### src/rtl/assert_macros.svh
// Assertion macros shared by the RTL.
`ifndef ASSERT_MACROS_SVH
`define ASSERT_MACROS_SVH

// Checked at every rising clock edge, switched off while reset is held.
`define VCR_ASSERT(label, prop, msg) \
  label: assert property (@(posedge clk) disable iff (!rst_n) prop) else $error(msg);

// Checked at every rising clock edge, reset included.
`define VCR_ASSERT_ALWAYS(label, prop, msg) \
  label: assert property (@(posedge clk) prop) else $error(msg);

`endif

### src/rtl/vcr_pkg.sv
`timescale 1ns / 1ps
package vcr_pkg;

  // Decoded region and raster geometry.
  localparam logic [15:0] REGION_START = 16'hD000;
  localparam logic [15:0] REGION_END   = 16'hD3FF;
  localparam logic [9:0]  TOTAL_LINES  = 10'd312;

  // Bad-line window and reset values.
  localparam logic [8:0] BAD_FIRST   = 9'h030;
  localparam logic [8:0] BAD_LAST    = 9'h0F7;
  localparam logic [2:0] BAD_PHASE   = 3'd6;
  localparam logic [7:0] CTRL1_RESET = 8'h18;
  localparam logic [7:0] CTRL2_RESET = 8'hC8;
  localparam logic [3:0] EDGE_RESET  = 4'hE;
  localparam logic [3:0] BACK0_RESET = 4'h6;

  // Register offsets inside the 64-byte window.
  localparam logic [5:0] OFF_SPR_LAST  = 6'h0F;
  localparam logic [5:0] OFF_XHIGH     = 6'h10;
  localparam logic [5:0] OFF_CTRL1     = 6'h11;
  localparam logic [5:0] OFF_RASTER    = 6'h12;
  localparam logic [5:0] OFF_PEN_X     = 6'h13;
  localparam logic [5:0] OFF_PEN_Y     = 6'h14;
  localparam logic [5:0] OFF_SPR_ON    = 6'h15;
  localparam logic [5:0] OFF_CTRL2     = 6'h16;
  localparam logic [5:0] OFF_Y_STRETCH = 6'h17;
  localparam logic [5:0] OFF_POINTER   = 6'h18;
  localparam logic [5:0] OFF_IRQ_FLAGS = 6'h19;
  localparam logic [5:0] OFF_IRQ_MASK  = 6'h1A;
  localparam logic [5:0] OFF_PRIORITY  = 6'h1B;
  localparam logic [5:0] OFF_MULTICOL  = 6'h1C;
  localparam logic [5:0] OFF_X_STRETCH = 6'h1D;
  localparam logic [5:0] OFF_EDGE      = 6'h20;
  localparam logic [5:0] OFF_BACK0     = 6'h21;
  localparam logic [5:0] OFF_BACK3     = 6'h24;
  localparam logic [5:0] OFF_SHARED0   = 6'h25;
  localparam logic [5:0] OFF_SHARED1   = 6'h26;
  localparam logic [5:0] OFF_OWN0      = 6'h27;
  localparam logic [5:0] OFF_OWN7      = 6'h2E;
  localparam logic [5:0] OFF_FF_A      = 6'h2F;
  localparam logic [5:0] OFF_FF_B      = 6'h30;
  localparam logic [5:0] OFF_FF_C      = 6'h31;
  localparam logic [5:0] OFF_ODD_FF    = 6'h33;

  typedef enum logic [1:0] {
    FUNC_READ  = 2'd0,
    FUNC_WRITE = 2'd1,
    FUNC_TICK  = 2'd2
  } func_t;

  typedef struct packed {
    logic [1:0]  func;
    logic [15:0] address;
    logic [7:0]  write_data;
  } vcr_req_t;

  typedef struct packed {
    logic [8:0] raster_now;
    logic       bad_line_flag;
    logic       irq_line;
    logic [7:0] read_data;
  } vcr_rsp_t;

endpackage

### src/rtl/video_chip_register_raster_irq_unit.sv
`timescale 1ns / 1ps
// Register file of a raster video controller with its line counter and raster
// interrupt. Each request is a bus read, a bus write or a raster line tick
// (in_tuser), and each gives exactly one result: the byte read, the irq line,
// the bad-line flag and the raster line after the request. A request is held
// in the input register, where the register file decodes it and updates its
// state, and then in the result register, and one request is taken every
// cycle while out_tready is high. The result register lets a new request
// enter while a result still waits.
`include "assert_macros.svh"
module video_chip_register_raster_irq_unit (
  input  logic        clk,
  input  logic        rst_n,
  input  logic        in_tvalid,
  output logic        in_tready,
  input  logic [23:0] in_tdata,  // address[15:0], write_data[23:16]
  input  logic [1:0]  in_tuser,  // func[1:0]
  output logic        out_tvalid,
  input  logic        out_tready,
  output logic [23:0] out_tdata  // read_data[7:0], irq_line[8], bad_line_flag[9],
                                 // raster_now[18:10], zero fill[23:19]
);
  import vcr_pkg::*;

  logic     s1_valid_r, s1_valid_nxt;
  vcr_req_t s1_req_r;
  logic     out_valid_r, out_valid_nxt;
  vcr_rsp_t out_rsp_r;
  vcr_rsp_t rsp;
  logic     s1_fire;
  logic     in_fire;
  logic     raster_in_range;
  logic     pipe_full;

  assign s1_fire = s1_valid_r && (!out_valid_r || out_tready);
  assign in_tready = !s1_valid_r || s1_fire;
  assign in_fire = in_tvalid && in_tready;

  always_comb begin
    s1_valid_nxt = s1_valid_r;
    if (in_fire) begin
      s1_valid_nxt = 1'b1;
    end else if (s1_fire) begin
      s1_valid_nxt = 1'b0;
    end
    out_valid_nxt = out_valid_r;
    if (s1_fire) begin
      out_valid_nxt = 1'b1;
    end else if (out_tready) begin
      out_valid_nxt = 1'b0;
    end
  end

  vcr_regs u_regs (
    .clk   (clk),
    .rst_n (rst_n),
    .op_en (s1_fire),
    .req   (s1_req_r),
    .rsp   (rsp)
  );

  always_ff @(posedge clk) begin
    if (!rst_n) begin
      s1_valid_r  <= 1'b0;
      out_valid_r <= 1'b0;
    end else begin
      s1_valid_r  <= s1_valid_nxt;
      out_valid_r <= out_valid_nxt;
    end
  end

  always_ff @(posedge clk) begin
    if (in_fire) begin
      s1_req_r.func       <= in_tuser;
      s1_req_r.address    <= in_tdata[15:0];
      s1_req_r.write_data <= in_tdata[23:16];
    end
    if (s1_fire) begin
      out_rsp_r <= rsp;
    end
  end

  assign out_tvalid = out_valid_r;
  assign out_tdata  = {5'b00000, out_rsp_r.raster_now, out_rsp_r.bad_line_flag,
                       out_rsp_r.irq_line, out_rsp_r.read_data};

  assign raster_in_range = {1'b0, out_rsp_r.raster_now} < TOTAL_LINES;
  assign pipe_full       = s1_valid_r && out_valid_r && !out_tready;

  `VCR_ASSERT(a_raster_bound, out_valid_r |-> raster_in_range, "raster line beyond the total")
  `VCR_ASSERT(a_advance, s1_fire |=> out_valid_r, "request lost between stages")
  `VCR_ASSERT(a_stall_cause, !in_tready |-> pipe_full, "input stalled while not full")
  `VCR_ASSERT_ALWAYS(a_reset_empty, !rst_n |=> !(s1_valid_r || out_valid_r), "busy after reset")

endmodule

### src/rtl/vcr_regs.sv
`timescale 1ns / 1ps
module vcr_regs (
  input  logic              clk,
  input  logic              rst_n,
  input  logic              op_en,
  input  vcr_pkg::vcr_req_t req,
  output vcr_pkg::vcr_rsp_t rsp
);
  import vcr_pkg::*;

  logic [7:0] spr_x_r [8];
  logic [7:0] spr_x_nxt [8];
  logic [7:0] spr_y_r [8];
  logic [7:0] spr_y_nxt [8];
  logic [3:0] back_r [4];
  logic [3:0] back_nxt [4];
  logic [3:0] shared_r [2];
  logic [3:0] shared_nxt [2];
  logic [3:0] own_r [8];
  logic [3:0] own_nxt [8];
  logic [7:0] xhigh_r, xhigh_nxt;
  logic [7:0] ctrl1_r, ctrl1_nxt;
  logic [7:0] ctrl2_r, ctrl2_nxt;
  logic [7:0] cmp_r, cmp_nxt;
  logic [7:0] pen_x_r, pen_x_nxt;
  logic [7:0] pen_y_r, pen_y_nxt;
  logic [7:0] spr_on_r, spr_on_nxt;
  logic [7:0] y_str_r, y_str_nxt;
  logic [7:0] pointer_r, pointer_nxt;
  logic [3:0] irq_flags_r, irq_flags_nxt;
  logic [3:0] irq_mask_r, irq_mask_nxt;
  logic [7:0] prio_r, prio_nxt;
  logic [7:0] multi_r, multi_nxt;
  logic [7:0] x_str_r, x_str_nxt;
  logic [3:0] edge_col_r, edge_col_nxt;
  logic [8:0] line_r, line_nxt;
  logic       bad_r, bad_nxt;

  logic       in_win;
  logic [5:0] off;
  logic [2:0] spr_idx;
  logic [5:0] back_off, shared_off, own_off;
  logic [9:0] line_inc;
  logic [8:0] tick_line;
  logic [2:0] phase;
  logic [7:0] rd;
  func_t      fn;

  assign fn         = func_t'(req.func);
  assign in_win     = (req.address >= REGION_START) && (req.address <= REGION_END);
  assign off        = req.address[5:0];
  assign spr_idx    = off[3:1];
  assign back_off   = off - OFF_BACK0;
  assign shared_off = off - OFF_SHARED0;
  assign own_off    = off - OFF_OWN0;

  assign line_inc  = {1'b0, line_r} + 10'd1;
  assign tick_line = (line_inc >= TOTAL_LINES) ? 9'd0 : line_inc[8:0];
  assign phase     = tick_line[2:0] - ctrl1_r[2:0];

  // Read mux, taken from the state before the request.
  always_comb begin
    rd = 8'h00;
    case (off) inside
      [6'h00:OFF_SPR_LAST]: rd = off[0] ? spr_y_r[spr_idx] : spr_x_r[spr_idx];
      [OFF_BACK0:OFF_BACK3]: rd = {4'h0, back_r[back_off[1:0]]};
      OFF_SHARED0, OFF_SHARED1: rd = {4'h0, shared_r[shared_off[0]]};
      [OFF_OWN0:OFF_OWN7]: rd = {4'h0, own_r[own_off[2:0]]};
      OFF_XHIGH:     rd = xhigh_r;
      OFF_CTRL1:     rd = {line_r[8], ctrl1_r[6:0]};
      OFF_RASTER:    rd = line_r[7:0];
      OFF_PEN_X:     rd = pen_x_r;
      OFF_PEN_Y:     rd = pen_y_r;
      OFF_SPR_ON:    rd = spr_on_r;
      OFF_CTRL2:     rd = ctrl2_r;
      OFF_Y_STRETCH: rd = y_str_r;
      OFF_POINTER:   rd = pointer_r;
      OFF_IRQ_FLAGS: rd = {4'h0, irq_flags_r};
      OFF_IRQ_MASK:  rd = {4'h0, irq_mask_r};
      OFF_PRIORITY:  rd = prio_r;
      OFF_MULTICOL:  rd = multi_r;
      OFF_X_STRETCH: rd = x_str_r;
      OFF_EDGE:      rd = {4'h0, edge_col_r};
      OFF_FF_A, OFF_FF_B, OFF_FF_C: rd = 8'hFF;
      default: begin
        // Unused odd offsets at the top of the window float high.
        rd = ((off >= OFF_ODD_FF) && off[0]) ? 8'hFF : 8'h00;
      end
    endcase
  end

  always_comb begin
    spr_x_nxt     = spr_x_r;
    spr_y_nxt     = spr_y_r;
    back_nxt      = back_r;
    shared_nxt    = shared_r;
    own_nxt       = own_r;
    xhigh_nxt     = xhigh_r;
    ctrl1_nxt     = ctrl1_r;
    ctrl2_nxt     = ctrl2_r;
    cmp_nxt       = cmp_r;
    pen_x_nxt     = pen_x_r;
    pen_y_nxt     = pen_y_r;
    spr_on_nxt    = spr_on_r;
    y_str_nxt     = y_str_r;
    pointer_nxt   = pointer_r;
    irq_flags_nxt = irq_flags_r;
    irq_mask_nxt  = irq_mask_r;
    prio_nxt      = prio_r;
    multi_nxt     = multi_r;
    x_str_nxt     = x_str_r;
    edge_col_nxt  = edge_col_r;
    line_nxt      = line_r;
    bad_nxt       = bad_r;
    if (op_en) begin
      case (fn)
        FUNC_WRITE: begin
          if (in_win) begin
            case (off) inside
              [6'h00:OFF_SPR_LAST]: begin
                if (off[0]) begin
                  spr_y_nxt[spr_idx] = req.write_data;
                end else begin
                  spr_x_nxt[spr_idx] = req.write_data;
                end
              end
              [OFF_BACK0:OFF_BACK3]: back_nxt[back_off[1:0]] = req.write_data[3:0];
              OFF_SHARED0, OFF_SHARED1: shared_nxt[shared_off[0]] = req.write_data[3:0];
              [OFF_OWN0:OFF_OWN7]: own_nxt[own_off[2:0]] = req.write_data[3:0];
              OFF_XHIGH:     xhigh_nxt = req.write_data;
              OFF_CTRL1:     ctrl1_nxt = req.write_data;
              OFF_RASTER:    cmp_nxt = req.write_data;
              OFF_PEN_X:     pen_x_nxt = req.write_data;
              OFF_PEN_Y:     pen_y_nxt = req.write_data;
              OFF_SPR_ON:    spr_on_nxt = req.write_data;
              OFF_CTRL2:     ctrl2_nxt = req.write_data;
              OFF_Y_STRETCH: y_str_nxt = req.write_data;
              OFF_POINTER:   pointer_nxt = req.write_data;
              OFF_IRQ_FLAGS: irq_flags_nxt = irq_flags_r & ~req.write_data[3:0];
              OFF_IRQ_MASK:  irq_mask_nxt = req.write_data[3:0];
              OFF_PRIORITY:  prio_nxt = req.write_data;
              OFF_MULTICOL:  multi_nxt = req.write_data;
              OFF_X_STRETCH: x_str_nxt = req.write_data;
              OFF_EDGE:      edge_col_nxt = req.write_data[3:0];
              default: ;
            endcase
          end
        end
        FUNC_TICK: begin
          line_nxt = tick_line;
          bad_nxt  = ctrl1_r[4] && (tick_line >= BAD_FIRST) && (tick_line <= BAD_LAST) &&
                     (phase == BAD_PHASE);
          // Bit 8 of the compare line lives in control register one, bit 7.
          if (tick_line == {ctrl1_r[7], cmp_r}) begin
            irq_flags_nxt = irq_flags_r | 4'b0001;
          end
        end
        default: ;
      endcase
    end
  end

  always_ff @(posedge clk) begin
    if (!rst_n) begin
      for (int i = 0; i < 8; i++) begin
        spr_x_r[i] <= 8'h00;
        spr_y_r[i] <= 8'h00;
        own_r[i]   <= 4'h0;
      end
      back_r[0]   <= BACK0_RESET;
      back_r[1]   <= 4'h0;
      back_r[2]   <= 4'h0;
      back_r[3]   <= 4'h0;
      shared_r[0] <= 4'h0;
      shared_r[1] <= 4'h0;
      xhigh_r     <= 8'h00;
      ctrl1_r     <= CTRL1_RESET;
      ctrl2_r     <= CTRL2_RESET;
      cmp_r       <= 8'h00;
      pen_x_r     <= 8'h00;
      pen_y_r     <= 8'h00;
      spr_on_r    <= 8'h00;
      y_str_r     <= 8'h00;
      pointer_r   <= 8'h00;
      irq_flags_r <= 4'h0;
      irq_mask_r  <= 4'h0;
      prio_r      <= 8'h00;
      multi_r     <= 8'h00;
      x_str_r     <= 8'h00;
      edge_col_r  <= EDGE_RESET;
      line_r      <= 9'd0;
      bad_r       <= 1'b0;
    end else begin
      spr_x_r     <= spr_x_nxt;
      spr_y_r     <= spr_y_nxt;
      own_r       <= own_nxt;
      back_r      <= back_nxt;
      shared_r    <= shared_nxt;
      xhigh_r     <= xhigh_nxt;
      ctrl1_r     <= ctrl1_nxt;
      ctrl2_r     <= ctrl2_nxt;
      cmp_r       <= cmp_nxt;
      pen_x_r     <= pen_x_nxt;
      pen_y_r     <= pen_y_nxt;
      spr_on_r    <= spr_on_nxt;
      y_str_r     <= y_str_nxt;
      pointer_r   <= pointer_nxt;
      irq_flags_r <= irq_flags_nxt;
      irq_mask_r  <= irq_mask_nxt;
      prio_r      <= prio_nxt;
      multi_r     <= multi_nxt;
      x_str_r     <= x_str_nxt;
      edge_col_r  <= edge_col_nxt;
      line_r      <= line_nxt;
      bad_r       <= bad_nxt;
    end
  end

  // The result reports the state as it stands once the request has taken effect.
  always_comb begin
    rsp.read_data     = (fn == FUNC_READ && in_win) ? rd : 8'h00;
    rsp.irq_line      = |(irq_flags_nxt & irq_mask_nxt);
    rsp.bad_line_flag = bad_nxt;
    rsp.raster_now    = line_nxt;
  end

endmodule
### config.mk
export PLATFORM = sky130hd
export DESIGN_NAME = video_chip_register_raster_irq_unit
export DESIGN_NICKNAME = d
export VERILOG_FILES = /design/src/rtl/vcr_pkg.sv /design/src/rtl/video_chip_register_raster_irq_unit.sv /design/src/rtl/vcr_regs.sv
export VERILOG_INCLUDE_DIRS = /design/src /design/src/rtl
export SDC_FILE = /design/constraint.sdc
export NUM_CORES = 1
export LEC_CHECK = 0
export ABC_AREA = 1
export BUFFER_PORTS_ARGS = -buffer_cell sky130_fd_sc_hd__buf_2
export CAP_MARGIN = 0
export CORE_MARGIN = 3
export CORE_UTILIZATION = 40
export DETAILED_ROUTE_END_ITERATION = 8
export GPL_TIMING_DRIVEN = 0
export PLACE_DENSITY = 0.66
export SYNTH_ARGS = -nofsm -noshare
export SYNTH_HDL_FRONTEND = slang
export SYNTH_SLANG_ARGS = --single-unit
### constraint.sdc
create_clock -name clk -period 3.7 [get_ports clk]
set_input_delay 0.74 -clock clk [delete_from_list [all_inputs] [get_ports clk]]
set_output_delay 0.74 -clock clk [all_outputs]
set_load 0.1 [all_outputs]
==> results by group, run 1 <==
Placement
  • Gpl congestion: 0.928
  • Dpl hpwl: 35700 um
  • Pre-CTS setup slack: -1.39 ns
  • I/O Buffers: 46
  • Post-DP Area: 0.0164 sq mm

Clock tree
  • H-tree levels: 2
  • Total CTS buffers: 39
  • Max Root-Sink Buffers: 3
  • Root Buffer Master: clkbuf_16
  • CTS sink cnt: 345
  • TritonCTS clock tree: yes
  • Clk pin slew, worst setup/hold paths: 0.06 ns
  • Clock Latency Late Sink: 0.56 ns

Synth
  • FF+latch count, synth: around 350
  • Synth Instances: ~2000
  • Top-area cell type share of the netlist area: 0.392
  • Mean post-synth cell area: a little under 8 sq um
  • Ys flop type: dfxtp_1
  • Ys async rst share: 0
  • Post-synth top area cell: dfxtp_1
  • Post-synth EDFFs: between 40 and 50
  • Yosys warning count: 0
  • Dominant cells by area after synthesis: dfxtp_1 39%, a21oi_1 9.6%, o21ai_0 8.8%
  • Synth cell types: 51
  • Share of the yosys chip area belonging to registers: 0.471
  • Synthesized area: 0.0155 sq mm

Floorplan
  • Core area: 0.0379 sq mm
  • I/O pin count: 56
  • Starting Density: 0.409
  • Width of the die: around 200 um
  • Num rows: 71
  • Vert. Die Dim: 203 um
  • Die area: 0.0412 sq mm

STA
  • Setup TNS: 0 ns
  • Worst-Margin Slew: 1.28 ns
  • Fmax: ~0.28 GHz
  • Max_slew headroom: 0.144
  • Post-route setup slack: approximately 0.15 ns
  • Max-slew violations: 0
  • Count of final hold-check violations: 0
  • Final setup violation count: 0
  • Unrepaired setup endpoints after global routing: false
  • Part of the cycle the worst path needs: 0.958
  • Fin crit period: 3.55 ns
  • Layout Skew: 0.0166 ns

Global routing
  • First-pass GRT wire length: around 77000 um
  • Largest net degree at the start of global routing: 23
  • Initial antenna violation count: 0
  • GRT Max-Usage Layer: met2
  • Vias in the first global route: between 10000 and 15000
  • Met3 Use GR: 0.0430
  • Gr usage total: 0.237
  • Total grt overflow: 0
  • Met2 usage: 0.374
  • Met1 Usage GRT: 0.323

Worst setup path
  • Biggest cell delay along the critical path: 0.44 ns
  • Worst path required time: 4.00 ns
  • Largest fanout on the critical path: 12
  • Nature of the critical path startpoint: flop
  • Critical path startpoint: s1_req_r[8]$_DFFE_PP_
  • CP top delay family: buffers and inverters
  • Critical path capture point: out_tdata[4]$_SDFFCE_PN0P_
  • Critical path depth: 17
  • Crit path cell chain: buf_6 -> clkinvlp_4 -> clkbuf_4 -> ha_1 -> inv_2 -> nor2_4 -> inv_2 -> nor2_1 -> clkbuf_1 -> a21oi_1 -> o21ai_1 -> o21ai_1 -> nand2_1 -> nand2_1 -> nand2_1 -> nand2_1 -> a31oi_1
  • R2R depth: 17
  • Crit path capture type: flop
  • Worst r2r src: s1_req_r[8]$_DFFE_PP_
  • Crit-path most repeated cell: nand2_1
  • CP max stage cell: clkbuf_1
  • WP buf/inv: 6
  • Reg2reg end: out_tdata[4]$_SDFFCE_PN0P_
  • Worst setup path class: flop to flop
  • R2R setup slack: 0.15 ns
  • CP arrival: 3.85 ns

Cells and area
  • Area Overhead vs Synth: 14.3%
  • Diodes inserted: 0
  • Final core utilization: 0.468
  • Fin area: 0.0177 sq mm
  • Layout Nets: 2143
  • Share of cells above drive strength 1: 0.0944

Pwr
  • Worst vdd ir: 371 uV
  • Static leakage: 0.00659 uW
  • Pwr Density: 468 mW/mm^2

Routing
  • Via density: 5.48
  • First-pass DRT Iterations: 5
  • Post-route DRC: 0
  • Detailed Route WL: 50200 um
  • Vias after detailed routing: 14500
  • WL/cell: 19.0 um
  • 1st-iter DRT viols: 1483
  • Antenna viol nets, final: 0

Min path
  • HP Class: input port to flop

Flow run
  • Max Cap Viol: 0

Run status
  • Outcome: finished clean
synth_stat cells, types with 7 or more instances:
cell and count:
a221oi_1 13, buf_2 12, clkbuf_1 96, dfxtp_1 304, nand2_1 251, inv_1 257, a211oi_1 28, nor3_1 7
and2_1 8, o22ai_1 37, o21ai_1 24, nand3_1 35, mux2i_1 15, edfxtp_1 41, o21ai_0 274, xor2_1 8
inv_2 21, a31oi_1 13, o211ai_1 11, ha_1 13, o2111ai_1 15, a21oi_1 298, nor2_4 10, nor2_1 131
a22oi_1 10
power breakdown:
| group | internal, uW | total [uW] | leakage [uW] | switching (uW) |
|---|---|---|---|---|
| logic | 124 | 608 | 0.00312 | 484 |
| clock network | 2270 | 3860 | 0.000626 | 1590 |
| registers | 3810 | 3840 | 0.00285 | 25.0 |
| total | 6210 | 8310 | 0.00659 | 2100 |
layout by cell type (no fill, tap or decap), types with 35 or more instances in the layout:
cell,count
dfxtp_1,304
a21oi_1,297
o21ai_0,273
inv_1,255
nand2_1,248
nor2_1,129
clkbuf_1,101
buf_2,58
edfxtp_1,41
clkbuf_16,40
o22ai_1,37
nand3_1,35
through the flow:
step | std cells | total power (uW) | hold slack [ns]
after global routing | 2641 | 8550 | 0.339
after detailed placement | 2569 | 4510 | 0.435
after global placement | 2569 | 4500 | 0.432
after floorplan | 2012 | 4290 | 0.423
after CTS | 2640 | 8330 | 0.328
final | 2641 | 8310 | 0.353
logic make-up after synthesis:
family,synth area share
flip-flops,0.471
buffers and inverters,0.0979
XOR/XNOR,0.00508
AND/OR/NAND/NOR,0.142
adder cells (fa/ha/maj),0.0105
other,0.000242
multiplexers,0.00967
AO/OA/AOI/OAI,0.264
repair_timing:
item	in CTS	in global routing
hold buffers	0	0
gates resized for setup	13	8
pin swaps	0	1
setup buffers	1	1
hold endpoints to repair	0	0
endpoints found under the setup margin	150	10
area by class of cell:
cell class	count	area (sq um)
Buffer	113	470
Clock buffer	56	1130
Clock inverter	15	139
Fill cell	3776	20200
Inverter	282	1060
Multi-Input combinational cell	1271	6740
Sequential cell	345	7320
Tap cell	511	639
Timing Repair Buffer	48	245
per-layer routing:
metal / wire [um] / vias up / share of wire
met5: 0 / - / 0
met4: 1780 / 0 / 0.036
met3: 4090 / 109 / 0.082
met2: 22400 / 574 / 0.45
met1: 21900 / 6807 / 0.44
li1: - / 6988 / -
how the worst min path moves through the flow:
stage | from | endpoint | depth (start not counted)
after floorplan | u_regs.spr_x_r[46]$_SDFFE_PN0P_ | u_regs.spr_x_r[46]$_SDFFE_PN0P_ | 2
after global placement | u_regs.spr_y_r[18]$_SDFFE_PN0P_ | u_regs.spr_y_r[18]$_SDFFE_PN0P_ | 2
after detailed placement | u_regs.spr_x_r[11]$_SDFFE_PN0P_ | u_regs.spr_x_r[11]$_SDFFE_PN0P_ | 2
after CTS | in_tdata[20] | s1_req_r[4]$_DFFE_PP_ | 1
after global routing | in_tdata[4] | s1_req_r[12]$_DFFE_PP_ | 1
final | in_tdata[20] | s1_req_r[4]$_DFFE_PP_ | 1
flip-flops by register name, indices dropped and copies added, names as in the netlist, 9 cells and up:
| register | count |
|---|---|
| out_tdata | 19 |
| s1_req_r | 22 |
| u_regs.back_r | 16 |
| u_regs.line_r | 9 |
| u_regs.own_r | 32 |
| u_regs.spr_x_r | 64 |
| u_regs.spr_y_r | 64 |
(Power assumes the default switching activity.)
==> inputs of run 2 (changes only) <==
RECOVER_POWER = 25   (was unset)
==> run 2 against run 1 <==
  * Clock power about the same
  * Final area down 0.19%
  * First-iteration DRC count rose by 5.8%
  * Cell count unchanged
  * Hold slack improved by 0.0027 ns
  * Critical path depth unchanged
  * Combinational power down 0.7%
  * Total power fell by 0.19%
  * Largest cell class unchanged
==> results by group, run 2 (same netlist as run 1, synthesis figures left out) <==
Run status
  • Outcome: finished clean

Clock tree
  • Clock Latency Late Sink: 0.56 ns (about the same)
  • TritonCTS clock tree: yes
  • Clk pin slew, worst setup/hold paths: 0.06 ns (about the same)
  • CTS sink cnt: 345 (unchanged)
  • Root Buffer Master: clkbuf_16
  • Max Root-Sink Buffers: 3 (unchanged)
  • Total CTS buffers: 39 (unchanged)
  • Hold_buf cts: 0 (unchanged)
  • H-tree levels: 2 (unchanged)

Routing
  • DR WL met3: 4170 um (+1.8%)
  • Vias after detailed routing: 14400 (-0.24%)
  • Post-route DRC: 0 (unchanged)
  • Detailed Route WL: 50000 um (-0.29%)
  • 1st-iter DRT viols: 1569 (+5.8%)
  • Met2 WL: 22300 um (-0.61%)
  • Top sig layer: met4
  • First-pass DRT Iterations: 5 (unchanged)
  • Met1 wire length: 21800 um (-0.48%)
  • Antenna viol nets, final: 0 (unchanged)
  • Via density: 5.47 (-0.24%)
  • WL/cell: 18.9 um (-0.29%)

STA
  • Fmax: 0.281 GHz (-0.49%)
  • Max-slew violations: 0 (unchanged)
  • Max_slew headroom: 0.121 (-0.0231)
  • Layout Skew: 0.0171 ns (+0.000502 ns)
  • Fin crit period: 3.56 ns (+0.0175 ns)
  • Final setup violation count: 0 (unchanged)
  • Min Hold Slack: 0.355 ns (+0.00268 ns)
  • Unrepaired setup endpoints after global routing: false
  • Part of the cycle the worst path needs: 0.963 (+0.00473)
  • Worst-Margin Slew: 1.32 ns (+0.0345 ns)
  • Count of final hold-check violations: 0 (unchanged)

Global routing
  • Initial antenna violation count: 0 (unchanged)
  • Total grt overflow: 0 (unchanged)
  • Largest net degree at the start of global routing: 23 (unchanged)
  • Gr usage total: 0.237 (unchanged)
  • First-pass GRT wire length: 77100 um (unchanged)
  • Vias in the first global route: 13600 (unchanged)

Worst setup path
  • Nature of the critical path startpoint: flop
  • Worst setup path class: flop to flop
  • Crit path capture type: flop
  • CP arrival: 3.87 ns (+0.02 ns)
  • Largest fanout on the critical path: 12 (unchanged)
  • Worst path required time: 4.00 ns (about the same)

Placement
  • Gpl congestion: 0.928 (unchanged)
  • Dpl hpwl: 35700 um (unchanged)
  • I/O Buffers: 46 (unchanged)
  • Post-Place Cells: 2569 (unchanged)

Floorplan
  • Core area: 0.0379 sq mm (unchanged)
  • Num rows: 71 (unchanged)
  • Starting Density: 0.409 (unchanged)
  • I/O pin count: 56 (unchanged)
  • Vert. Die Dim: 203 um (unchanged)
  • Width of the die: 203 um (unchanged)
  • Die area: 0.0412 sq mm (unchanged)

Min path
  • HP Class: input port to flop

Cells and area
  • Most frequent cells in the layout: 304 x dfxtp_1, 297 x a21oi_1, 273 x o21ai_0, 255 x inv_1, 248 x nand2_1
  • Commonest non-fill, non-tap cell in the layout: dfxtp_1
  • Share of cells above drive strength 1: 0.0817 (-0.0127)
  • Top flop regs: u_regs.spr_x_r (64), u_regs.spr_y_r (64), u_regs.own_r (32)
  • Final instance count without filler cells: 2641 (unchanged)
  • # fillers: 3790 (+0.37%)
  • Layout Nets: 2143 (unchanged)
  • Diodes inserted: 0 (unchanged)
  • Area Overhead vs Synth: 14.1%

Pwr
  • Static leakage: 0.00651 uW (-1.2%)
  • Worst vdd ir: 371 uV (+0.23%)
  • Pwr Density: 468 mW/mm^2 (about the same)

Flow run
  • Max Cap Viol: 0 (unchanged)
[run 2: final cells by class]
class                           count  area (sq um)  area share
Buffer                            113           470      0.0266
Timing Repair Buffer               48           211      0.0119
Tap cell                          511           639      0.0361
Clock buffer                       56          1130      0.0639
Sequential cell                   345          7320       0.413
Multi-Input combinational cell   1271          6740       0.381
Clock inverter                     15           139     0.00784
Inverter                          282          1060      0.0601
[run 2: per-layer routing]
| layer | up-vias | track usage |
|---|---|---|
| met5 | - | 0 |
| met4 | 0 | 0.0964 |
| met3 | 114 | 0.0430 |
| met2 | 611 | 0.374 |
| met1 | 6735 | 0.323 |
| li1 | 6983 | - |
[run 2: what timing repair did]
item,4_1_cts,5_1_grt
buffers inserted,1,1
pin swaps,0,1
gates resized for setup,13,8
endpoints found under the setup margin,150,10
[run 2: critical path, cell delays in order, from the launching register on]
cell and delay [ns]:
edfxtp_1 0.44, buf_6 0.18, clkinvlp_4 0.08, clkbuf_4 0.22, ha_1 0.24, inv_2 0.08
nor2_4 0.18, inv_2 0.05, nor2_1 0.43, clkbuf_1 0.44, a21oi_1 0.08, o21ai_1 0.09
o21ai_1 0.11, nand2_1 0.09, nand2_1 0.06, nand2_1 0.05, nand2_1 0.10, a31oi_1 0.37
[run 2: report_power, final]
| part | internal [uW] | leakage (uW) | switching (uW) |
|---|---|---|---|
| logic | 120 | 0.00304 | 483 |
| registers | 3810 | 0.00285 | 25.2 |
| clock network | 2270 | 0.000626 | 1580 |
| total | 6210 | 0.00651 | 2090 |
[run 2: worst paths after layout]
path | start | end | slack (ns) | cells past startpoint
setup / recovery | s1_req_r[8]$_DFFE_PP_ | out_tdata[4]$_SDFFCE_PN0P_ | 0.14 | 17
hold / removal | in_tdata[20] | s1_req_r[4]$_DFFE_PP_ | 0.36 | 1
setup reg to reg | s1_req_r[8]$_DFFE_PP_ | out_tdata[4]$_SDFFCE_PN0P_ | 0.14 | 17
hold reg to reg | u_regs.spr_y_r[46]$_SDFFE_PN0P_ | u_regs.spr_y_r[46]$_SDFFE_PN0P_ | 0.45 | 2
[run 2: through the flow]
stage	TNS [ns]	worst slack (ns)	instance area (sq um)	util	power, uW
2_1_floorplan	0	0.429	15500	-	4290
3_3_place_gp	-49.84	-1.37	16400	0.433	4500
3_5_place_dp	-56.79	-1.39	16400	0.433	4510
4_1_cts	0	0.0450	17700	0.467	8330
5_1_grt	0	0.00145	17700	0.467	8550
6_report	0	0.137	17700	0.467	8290
